File: config.mk
export PLATFORM = sky130hd
export DESIGN_NAME = hsv_to_rgb_pixel_converter_unit
export DESIGN_NICKNAME = d
export VERILOG_FILES = /design/src/hdl/hsv_pkg.sv /design/src/hdl/hsv_to_rgb_pixel_converter_unit.sv /design/src/hdl/hsv_front.sv /design/src/hdl/hsv_queue.sv /design/src/hdl/hsv_back.sv
export VERILOG_INCLUDE_DIRS = /design/src /design/src/hdl
export SDC_FILE = /design/constraint.sdc
export NUM_CORES = 2
export LEC_CHECK = 0
export BUFFER_PORTS_ARGS = -buffer_cell sky130_fd_sc_hd__buf_4
export CAP_MARGIN = 5
export CORE_MARGIN = 2
export CORE_UTILIZATION = 41
export CTS_CLUSTER_DIAMETER = 120
export DETAILED_ROUTE_END_ITERATION = 12
export PLACE_DENSITY = 0.55
export SLEW_MARGIN = 20
export SYNTH_ARGS = -nofsm -noshare
export SYNTH_HDL_FRONTEND = slang
export SYNTH_SLANG_ARGS = --single-unit
File: constraint.sdc
create_clock -name clk_i -period 8.8 [get_ports clk_i]
set_input_delay 1.76 -clock clk_i [delete_from_list [all_inputs] [get_ports clk_i]]
set_output_delay 1.76 -clock clk_i [all_outputs]
set_load 0.01 [all_outputs]
File: src/hdl/hsv_to_rgb_pixel_converter_unit_macros.svh
// Assertion macros shared by the HSV to RGB converter modules.
`ifndef HSV_TO_RGB_PIXEL_CONVERTER_UNIT_MACROS_SVH
`define HSV_TO_RGB_PIXEL_CONVERTER_UNIT_MACROS_SVH

// Whenever cond holds, prop must hold in the same cycle.
`define HSV_ASSERT_IMP(lbl, cond, prop) \
  lbl: assert property (@(posedge clk_i) disable iff (!rst_ni) (cond) |-> (prop)) \
    else $error("hsv assertion failed");

// Whenever cond holds, prop must hold after a delay of dly.
`define HSV_ASSERT_DELAY(lbl, cond, dly, prop) \
  lbl: assert property (@(posedge clk_i) disable iff (!rst_ni) (cond) |-> ##dly (prop)) \
    else $error("hsv assertion failed");

`endif

File: src/hdl/hsv_pkg.sv
// Types, constants and helper functions of the HSV to RGB converter.
`default_nettype none
package hsv_pkg;

  // Fixed-point constants.
  localparam logic [16:0] ONE_Q16      = 17'd65536;
  localparam logic [16:0] SECTOR_UNITS = 17'd15360;

  // Hue sector codes; any higher sector takes the magenta assignment.
  localparam logic [3:0] SECT_RED    = 4'd0;
  localparam logic [3:0] SECT_YELLOW = 4'd1;
  localparam logic [3:0] SECT_GREEN  = 4'd2;
  localparam logic [3:0] SECT_CYAN   = 4'd3;
  localparam logic [3:0] SECT_BLUE   = 4'd4;

  // One input item.
  typedef struct packed {
    logic [16:0] hue;
    logic [16:0] saturation;
    logic [16:0] brightness;
  } hsv_in_t;

  // One result item.
  typedef struct packed {
    logic [7:0] red;
    logic [7:0] green;
    logic [7:0] blue;
  } hsv_out_t;

  // Classified item handed from the front end to the back end.
  typedef struct packed {
    logic [3:0]  sector;
    logic [15:0] frac;
    logic [16:0] sat;
    logic [16:0] val;
  } hsv_cls_t;

  // Clamp a Q16 fraction to 1.0.
  function automatic logic [16:0] sat_q16(input logic [16:0] x);
    sat_q16 = (x > ONE_Q16) ? ONE_Q16 : x;
  endfunction

  // floor(64 * b / 15) for a remainder b below 15.
  function automatic logic [5:0] frac_tail(input logic [3:0] b);
    case (b)
      4'd0:    frac_tail = 6'd0;
      4'd1:    frac_tail = 6'd4;
      4'd2:    frac_tail = 6'd8;
      4'd3:    frac_tail = 6'd12;
      4'd4:    frac_tail = 6'd17;
      4'd5:    frac_tail = 6'd21;
      4'd6:    frac_tail = 6'd25;
      4'd7:    frac_tail = 6'd29;
      4'd8:    frac_tail = 6'd34;
      4'd9:    frac_tail = 6'd38;
      4'd10:   frac_tail = 6'd42;
      4'd11:   frac_tail = 6'd46;
      4'd12:   frac_tail = 6'd51;
      4'd13:   frac_tail = 6'd55;
      4'd14:   frac_tail = 6'd59;
      default: frac_tail = 6'd0;
    endcase
  endfunction

  // Scale a Q16 fraction to a byte: (x * 255) >> 16.
  function automatic logic [7:0] to_byte(input logic [16:0] x);
    logic [24:0] prod;
    prod = {x, 8'd0} - {8'd0, x};
    to_byte = prod[23:16];
  endfunction

endpackage
`default_nettype wire

File: src/hdl/hsv_to_rgb_pixel_converter_unit.sv
// HSV to RGB pixel converter: one result item for every item taken.
// Path of an item: front registers s1 and s2, the queue, then back registers b1,
// b2 and b3, whose valid bit is the result strobe.
// Throughput: one item per cycle; two front stages, a two-entry queue and
// three back stages (saturation products, value products, select and scale).
// busy_o stays low since the back end drains the queue every cycle.
// Reset clears all valid bits and the queue, so items still in flight are dropped.
`default_nettype none
`include "hsv_to_rgb_pixel_converter_unit_macros.svh"
module hsv_to_rgb_pixel_converter_unit import hsv_pkg::*; (
  input  wire logic    clk_i,
  input  wire logic    rst_ni,
  input  wire logic    start_i,
  input  wire hsv_in_t pixel_i,
  output logic         busy_o,
  output logic         result_valid_o,
  output hsv_out_t     result_o
);

  logic     accept;
  logic     cls_valid;
  hsv_cls_t cls;
  logic     q_full, q_empty, q_pop;
  hsv_cls_t q_head;

  assign accept = start_i && !busy_o;
  assign busy_o = q_full;
  assign q_pop  = !q_empty;

  // Front end: take and classify items.
  hsv_front u_front (
    .clk_i       (clk_i),
    .rst_ni      (rst_ni),
    .accept_i    (accept),
    .pixel_i     (pixel_i),
    .cls_valid_o (cls_valid),
    .cls_o       (cls)
  );

  // Queue between the two halves.
  hsv_queue u_queue (
    .clk_i       (clk_i),
    .rst_ni      (rst_ni),
    .push_i      (cls_valid),
    .push_data_i (cls),
    .pop_i       (q_pop),
    .full_o      (q_full),
    .empty_o     (q_empty),
    .head_o      (q_head)
  );

  // Back end: arithmetic and channel selection.
  hsv_back u_back (
    .clk_i    (clk_i),
    .rst_ni   (rst_ni),
    .valid_i  (q_pop),
    .cls_i    (q_head),
    .valid_o  (result_valid_o),
    .result_o (result_o)
  );

  // Every taken item has its result taken a fixed number of edges later.
  `HSV_ASSERT_DELAY(a_fixed_latency, accept, 6, result_valid_o)

endmodule
`default_nettype wire

File: src/hdl/hsv_front.sv
// Front end: takes items, clamps saturation and value and finds the hue sector and fraction.
`default_nettype none
module hsv_front import hsv_pkg::*; (
  input  wire logic     clk_i,
  input  wire logic     rst_ni,
  input  wire logic     accept_i,
  input  wire hsv_in_t  pixel_i,
  output logic          cls_valid_o,
  output hsv_cls_t      cls_o
);

  logic        s1_valid_q;
  logic [3:0]  s1_sector_q, s1_sector_d;
  logic [13:0] s1_rem_q, s1_rem_d;
  logic [16:0] s1_sat_q, s1_val_q;
  logic [14:0] sect_prod;
  logic [16:0] sect_base;
  logic [16:0] rem_full;

  logic        s2_valid_q;
  hsv_cls_t    s2_q, s2_d;
  logic [26:0] div_prod;
  logic [10:0] div_est;
  logic [13:0] div_left;
  logic [10:0] div_quot;
  logic [3:0]  div_rem;
  logic [16:0] frac_sum;

  // Sector is (hue >> 10) / 15, done as a multiply by 137/2048.
  always_comb begin
    sect_prod   = {8'd0, pixel_i.hue[16:10]} * 15'd137;
    s1_sector_d = sect_prod[14:11];
    sect_base   = {3'd0, s1_sector_d, 10'd0} * 17'd15;
    rem_full    = pixel_i.hue - sect_base;
    s1_rem_d    = rem_full[13:0];
  end

  always_ff @(posedge clk_i or negedge rst_ni) begin
    if (!rst_ni) begin
      s1_valid_q <= 1'b0;
    end else begin
      s1_valid_q <= accept_i;
    end
  end

  always_ff @(posedge clk_i) begin
    s1_sector_q <= s1_sector_d;
    s1_rem_q    <= s1_rem_d;
    s1_sat_q    <= sat_q16(pixel_i.saturation);
    s1_val_q    <= sat_q16(pixel_i.brightness);
  end

  // Fraction is floor(rem * 64 / 15): quotient by reciprocal, one correction,
  // then a small table for the leftover.
  always_comb begin
    div_prod = {13'd0, s1_rem_q} * 27'd4369;
    div_est  = div_prod[26:16];
    div_left = s1_rem_q - 14'(div_est) * 14'd15;
    if (div_left >= 14'd15) begin
      div_quot = div_est + 11'd1;
      div_rem  = 4'(div_left - 14'd15);
    end else begin
      div_quot = div_est;
      div_rem  = div_left[3:0];
    end
    frac_sum      = {div_quot, 6'd0} + {11'd0, frac_tail(div_rem)};
    s2_d.sector   = s1_sector_q;
    s2_d.frac     = frac_sum[15:0];
    s2_d.sat      = s1_sat_q;
    s2_d.val      = s1_val_q;
  end

  always_ff @(posedge clk_i or negedge rst_ni) begin
    if (!rst_ni) begin
      s2_valid_q <= 1'b0;
    end else begin
      s2_valid_q <= s1_valid_q;
    end
  end

  always_ff @(posedge clk_i) begin
    s2_q <= s2_d;
  end

  assign cls_valid_o = s2_valid_q;
  assign cls_o       = s2_q;

endmodule
`default_nettype wire

File: src/hdl/hsv_queue.sv
// Two-entry queue that decouples the front end from the back end.
`default_nettype none
`include "hsv_to_rgb_pixel_converter_unit_macros.svh"
module hsv_queue import hsv_pkg::*; (
  input  wire logic     clk_i,
  input  wire logic     rst_ni,
  input  wire logic     push_i,
  input  wire hsv_cls_t push_data_i,
  input  wire logic     pop_i,
  output logic          full_o,
  output logic          empty_o,
  output hsv_cls_t      head_o
);

  hsv_cls_t   mem_q [2];
  logic       wr_ptr_q, rd_ptr_q;
  logic [1:0] count_q, count_d;

  assign full_o  = (count_q == 2'd2);
  assign empty_o = (count_q == 2'd0);
  assign head_o  = mem_q[rd_ptr_q];

  // Occupancy follows pushes and pops.
  always_comb begin
    count_d = count_q;
    if (push_i && !pop_i) begin
      count_d = count_q + 2'd1;
    end else if (pop_i && !push_i) begin
      count_d = count_q - 2'd1;
    end
  end

  always_ff @(posedge clk_i or negedge rst_ni) begin
    if (!rst_ni) begin
      wr_ptr_q <= 1'b0;
      rd_ptr_q <= 1'b0;
      count_q  <= 2'd0;
    end else begin
      count_q <= count_d;
      if (push_i) begin
        wr_ptr_q <= ~wr_ptr_q;
      end
      if (pop_i) begin
        rd_ptr_q <= ~rd_ptr_q;
      end
    end
  end

  always_ff @(posedge clk_i) begin
    if (push_i) begin
      mem_q[wr_ptr_q] <= push_data_i;
    end
  end

  // The queue is never written when full unless also read, nor read when empty.
  `HSV_ASSERT_IMP(a_no_overflow, push_i && !pop_i, !full_o)
  `HSV_ASSERT_IMP(a_no_underflow, pop_i, !empty_o)

endmodule
`default_nettype wire

File: src/hdl/hsv_back.sv
// Back end: forms p, q and t, picks channels per sector and scales to bytes.
`default_nettype none
module hsv_back import hsv_pkg::*; (
  input  wire logic     clk_i,
  input  wire logic     rst_ni,
  input  wire logic     valid_i,
  input  wire hsv_cls_t cls_i,
  output logic          valid_o,
  output hsv_out_t      result_o
);

  // Stage one: saturation products.
  logic        b1_valid_q;
  logic [3:0]  b1_sector_q;
  logic [16:0] b1_val_q, b1_oms_q, b1_sf_q, b1_sf1_q;
  logic [16:0] one_minus_f;
  logic [32:0] sf_prod;
  logic [33:0] sf1_prod;

  always_comb begin
    one_minus_f = ONE_Q16 - {1'b0, cls_i.frac};
    sf_prod     = {16'd0, cls_i.sat} * {17'd0, cls_i.frac};
    sf1_prod    = {17'd0, cls_i.sat} * {17'd0, one_minus_f};
  end

  always_ff @(posedge clk_i) begin
    b1_sector_q <= cls_i.sector;
    b1_val_q    <= cls_i.val;
    b1_oms_q    <= ONE_Q16 - cls_i.sat;
    b1_sf_q     <= sf_prod[32:16];
    b1_sf1_q    <= sf1_prod[32:16];
  end

  // Stage two: scale by the value to get p, q and t.
  logic        b2_valid_q;
  logic [3:0]  b2_sector_q;
  logic [16:0] b2_v_q, b2_p_q, b2_q_q, b2_t_q;
  logic [33:0] p_prod, q_prod, t_prod;

  always_comb begin
    p_prod = {17'd0, b1_val_q} * {17'd0, b1_oms_q};
    q_prod = {17'd0, b1_val_q} * {17'd0, 17'(ONE_Q16 - b1_sf_q)};
    t_prod = {17'd0, b1_val_q} * {17'd0, 17'(ONE_Q16 - b1_sf1_q)};
  end

  always_ff @(posedge clk_i) begin
    b2_sector_q <= b1_sector_q;
    b2_v_q      <= b1_val_q;
    b2_p_q      <= p_prod[32:16];
    b2_q_q      <= q_prod[32:16];
    b2_t_q      <= t_prod[32:16];
  end

  // Stage three: sector selection and byte scaling into the output register.
  logic     b3_valid_q;
  hsv_out_t b3_q, b3_d;
  logic [16:0] sel_r, sel_g, sel_b;

  always_comb begin
    case (b2_sector_q)
      SECT_RED: begin
        sel_r = b2_v_q; sel_g = b2_t_q; sel_b = b2_p_q;
      end
      SECT_YELLOW: begin
        sel_r = b2_q_q; sel_g = b2_v_q; sel_b = b2_p_q;
      end
      SECT_GREEN: begin
        sel_r = b2_p_q; sel_g = b2_v_q; sel_b = b2_t_q;
      end
      SECT_CYAN: begin
        sel_r = b2_p_q; sel_g = b2_q_q; sel_b = b2_v_q;
      end
      SECT_BLUE: begin
        sel_r = b2_t_q; sel_g = b2_p_q; sel_b = b2_v_q;
      end
      default: begin
        sel_r = b2_v_q; sel_g = b2_p_q; sel_b = b2_q_q;
      end
    endcase
    b3_d.red   = to_byte(sel_r);
    b3_d.green = to_byte(sel_g);
    b3_d.blue  = to_byte(sel_b);
  end

  always_ff @(posedge clk_i) begin
    b3_q <= b3_d;
  end

  // Valid bits of the three stages.
  always_ff @(posedge clk_i or negedge rst_ni) begin
    if (!rst_ni) begin
      b1_valid_q <= 1'b0;
      b2_valid_q <= 1'b0;
      b3_valid_q <= 1'b0;
    end else begin
      b1_valid_q <= valid_i;
      b2_valid_q <= b1_valid_q;
      b3_valid_q <= b2_valid_q;
    end
  end

  assign valid_o  = b3_valid_q;
  assign result_o = b3_q;

endmodule
`default_nettype wire

==> flow_metrics.env <==
export IMPL_final_common_cell="inv_1"
export IMPL_post_route_util_pct=44.6
export IMPL_seqCellArea_mm2=0.00882
export IMPL_route_detailed_drc=0
export IMPL_layout_drive_gt1_share_pct=7.01
export IMPL_yosys_warnings=0
export IMPL_fillers=14400
export IMPL_finalSetupViolCount=0
export IMPL_grt_remaining_overflow=0
export IMPL_htree_levels=2
export IMPL_finalHoldViolCount=0
export IMPL_track_usage_pct=22.8
export IMPL_syn2layout_area_growth_pct=8.46
export IMPL_die_w_um=388
export IMPL_synthXorXnorAreaFrac_pct=3.18
export IMPL_grt_pass1_vias=46500
export IMPL_drv_cap=0
export IMPL_yosysUniqueCellTypes=81
export IMPL_die_area_mm2=0.151
export IMPL_synthMuxAreaShare_pct=2.00
export IMPL_status="completed"
export IMPL_globalplace_congestion=0.918
export IMPL_cts_root_buf="clkbuf_16"
export IMPL_drtAntennaViolNets=0
export IMPL_syn_inst=6502
export IMPL_crit_type="reg2reg"
export IMPL_pre_cts_ws_ns=0.157
export IMPL_synth_compound_area_share_pct=5.12
export IMPL_syn_area_mm2=0.0606
export IMPL_grt_max_degree=57
export IMPL_worst_ep_required_time_ns=9.34
export IMPL_slew_limit_headroom_pct=27.3
export IMPL_multi_input_area_mm2=0.0458
export IMPL_timing_fmax_ghz=0.119
export IMPL_grt_pass1_wl_mm=268
export IMPL_skew_ns=0.0425
export IMPL_drt_iter0_markers=2435
export IMPL_dp_hpwl_mm=135
export IMPL_synthesis_nets=8333
export IMPL_wl_per_cell_um=19.9
export IMPL_final_nets=8370
export IMPL_drv_slew=0
export IMPL_ys_seq_elements=385
export IMPL_vias=43400
export IMPL_period_share_pct=95.5
export IMPL_min_path_type="reg2reg"
export IMPL_coreArea_mm2=0.147
export IMPL_via_per_inst=5.10
export IMPL_ys_seq_area_share_pct=14.5
export IMPL_post_route_min_period_ns=8.41
export IMPL_ff2ff_setup_slack_ns=0.39
export IMPL_cts_tree="yes"
export IMPL_cpPeakStageDelay_ns=0.58
export IMPL_synth_edf_count=104
export IMPL_rows=141
export IMPL_setup_worst_path_end_class="flop"
export IMPL_arrival_ns=8.95
export IMPL_initial_core_util_pct=41.2
export IMPL_port_buffers=79
export IMPL_synth_async_sr_flop_share_pct=2.34
export IMPL_path_clk_slew_ns=0.08
export IMPL_synthesis_area_per_instance_um2=9.32
export IMPL_final_cell_mix="1355 x inv_1, 1121 x fa_1, 1008 x nand2_1"
export IMPL_worst_slew_pin_slew_ns=1.08
export IMPL_critPathLaunchType="flop"
export IMPL_firstDrtPassIters=5
export IMPL_synth_top_family_by_area="adder cells"
export IMPL_final_setup_worst_slack_ns=0.393
export IMPL_insertion_delay_ns=0.62
export IMPL_synthAdderAreaFrac_pct=50.6
export IMPL_cp_max_fo=8
export IMPL_synthSimpleGateAreaFrac_pct=14.4
export IMPL_clock_sinks=385
export IMPL_crit_slowest_cell="or4_4"
export IMPL_ys_flop_type="dfxtp_1"
export IMPL_numCtsBuffers=43
export IMPL_clockBufferDepth=3
export IMPL_totalWireLength_mm=169
export IMPL_num_io_pins=80
export IMPL_die_h_um=388
export IMPL_antenna_found_initial=5
## per-layer routing
metal / GRT usage (%) / vias to the layer above / part of all wire (%)
met4: 5.77 / 0 / 2.7
met3: 3.07 / 235 / 5.5
met2: 39.5 / 1132 / 49
li1: - / 19900 / -
met5: 0 / - / 0
met1: 30.1 / 22100 / 43
## area by class of cell
type	count	area share, %
multi-input cells	4490	69.7
flip-flops and latches	385	13.4
inverters	1357	7.75
well taps	1930	3.68
repair buffers	262	3.04
clock buffers	47	1.69
clock inverters	32	0.703
diodes	7	0.0267
## per-stage QoR
stage	cells	cell area [um2]	hold WS, ns	setup TNS, ns
after floorplan	6502	60600	0.310	0
after global placement	8423	64000	0.310	0
after CTS	8502	65600	0.318	0
after global routing	8506	65700	0.321	-0.0305
after detailed placement	8423	64000	0.312	0
final	8510	65700	0.316	0
## worst max-delay path, delay by kind of cell, from the launching register on
family                   cells  cell delay, ns
adder cells (fa/ha/maj)      8            3.39
flip-flops                   1            0.41
XOR/XNOR                     2            0.37
AND/OR/NAND/NOR              6            1.48
buffers and inverters        6            0.59
AO/OA/AOI/OAI                9            2.09
## path summary, 6_finish.rpt
kind / to / from / cells after the start
max in group asynchronous: u_queue.rd_ptr_q / rst_ni / 1
hold reg to reg: u_front.cls_o[10] / u_front.s1_val_q[10] / 0
setup / recovery: u_front.cls_o[48] / u_front.s1_rem_q[9] / 31
setup reg to reg: u_front.cls_o[48] / u_front.s1_rem_q[9] / 31
hold / removal: u_front.cls_o[10] / u_front.s1_val_q[10] / 0
min in group asynchronous: u_back.b1_valid_q / rst_ni / 1
## cell usage after synthesis, types with 6 or more instances
master	count	area (um2)
or3_1	14	87.6
o22ai_1	17	106
o21ai_0	82	410
dfxtp_1	272	5450
dfrtp_1	9	225
inv_1	1355	5090
fa_1	1121	22400
nor3_1	56	280
a21oi_1	118	591
ha_1	656	8210
and3_1	25	156
nand2_1	1008	3780
clkbuf_1	242	908
a21o_1	36	270
a222oi_1	13	130
a31oi_1	24	150
mux2i_1	57	571
xnor2_1	168	1470
nand3_1	43	215
o41ai_1	6	52.6
edfxtp_1	104	3120
a211oi_1	24	180
and2_1	333	2080
a22oi_1	10	75.1
a2111oi_0	8	70.1
nor2_1	260	976
mux2_2	57	642
o21a_1	29	218
nor2b_1	58	363
buf_1	14	52.6
o211ai_1	21	158
xor2_1	52	455
or4_1	8	60.1
nor4_1	25	156
or2_2	10	62.6
nand2b_1	34	213
nand4_1	18	113
o21bai_1	13	97.6
buf_2	12	60.1
## flip-flops by register name (all words and copies together) (netlist names), 2 cells and up
name	count
u_back.b1_oms_q	17
u_back.b1_sector_q	4
u_back.b1_sf1_q	17
u_back.b1_sf_q	17
u_back.b1_val_q	17
u_back.b2_p_q	17
u_back.b2_q_q	17
u_back.b2_sector_q	4
u_back.b2_t_q	17
u_back.b2_v_q	17
u_back.result_o	24
u_front.cls_o	52
u_front.s1_rem_q	14
u_front.s1_sat_q	17
u_front.s1_sector_q	4
u_front.s1_val_q	17
u_queue.count_q	2
u_queue.mem_q	104
## logic make-up (layout without fill, tap and decap cells)
family | Yosys count | after routing
xor gates and xnor gates | 220 | 220
muxes | 114 | 114
DFF | 385 | 385
AOI/OAI and AO/OA | 464 | 464
buffers and inverters | 1627 | 1698
other | 0 | 7
adders and majority gates | 1778 | 1778
and+or+nand+nor | 1914 | 1914
## what timing repair did
item	in CTS	in global routing
resized for setup	0	8
setup buffers	0	1
hold buffers	0	0
setup endpoints to repair	0	21
Power is not shown: default switching activity piles up to over one toggle a cycle in this logic, so the estimate is an artifact.
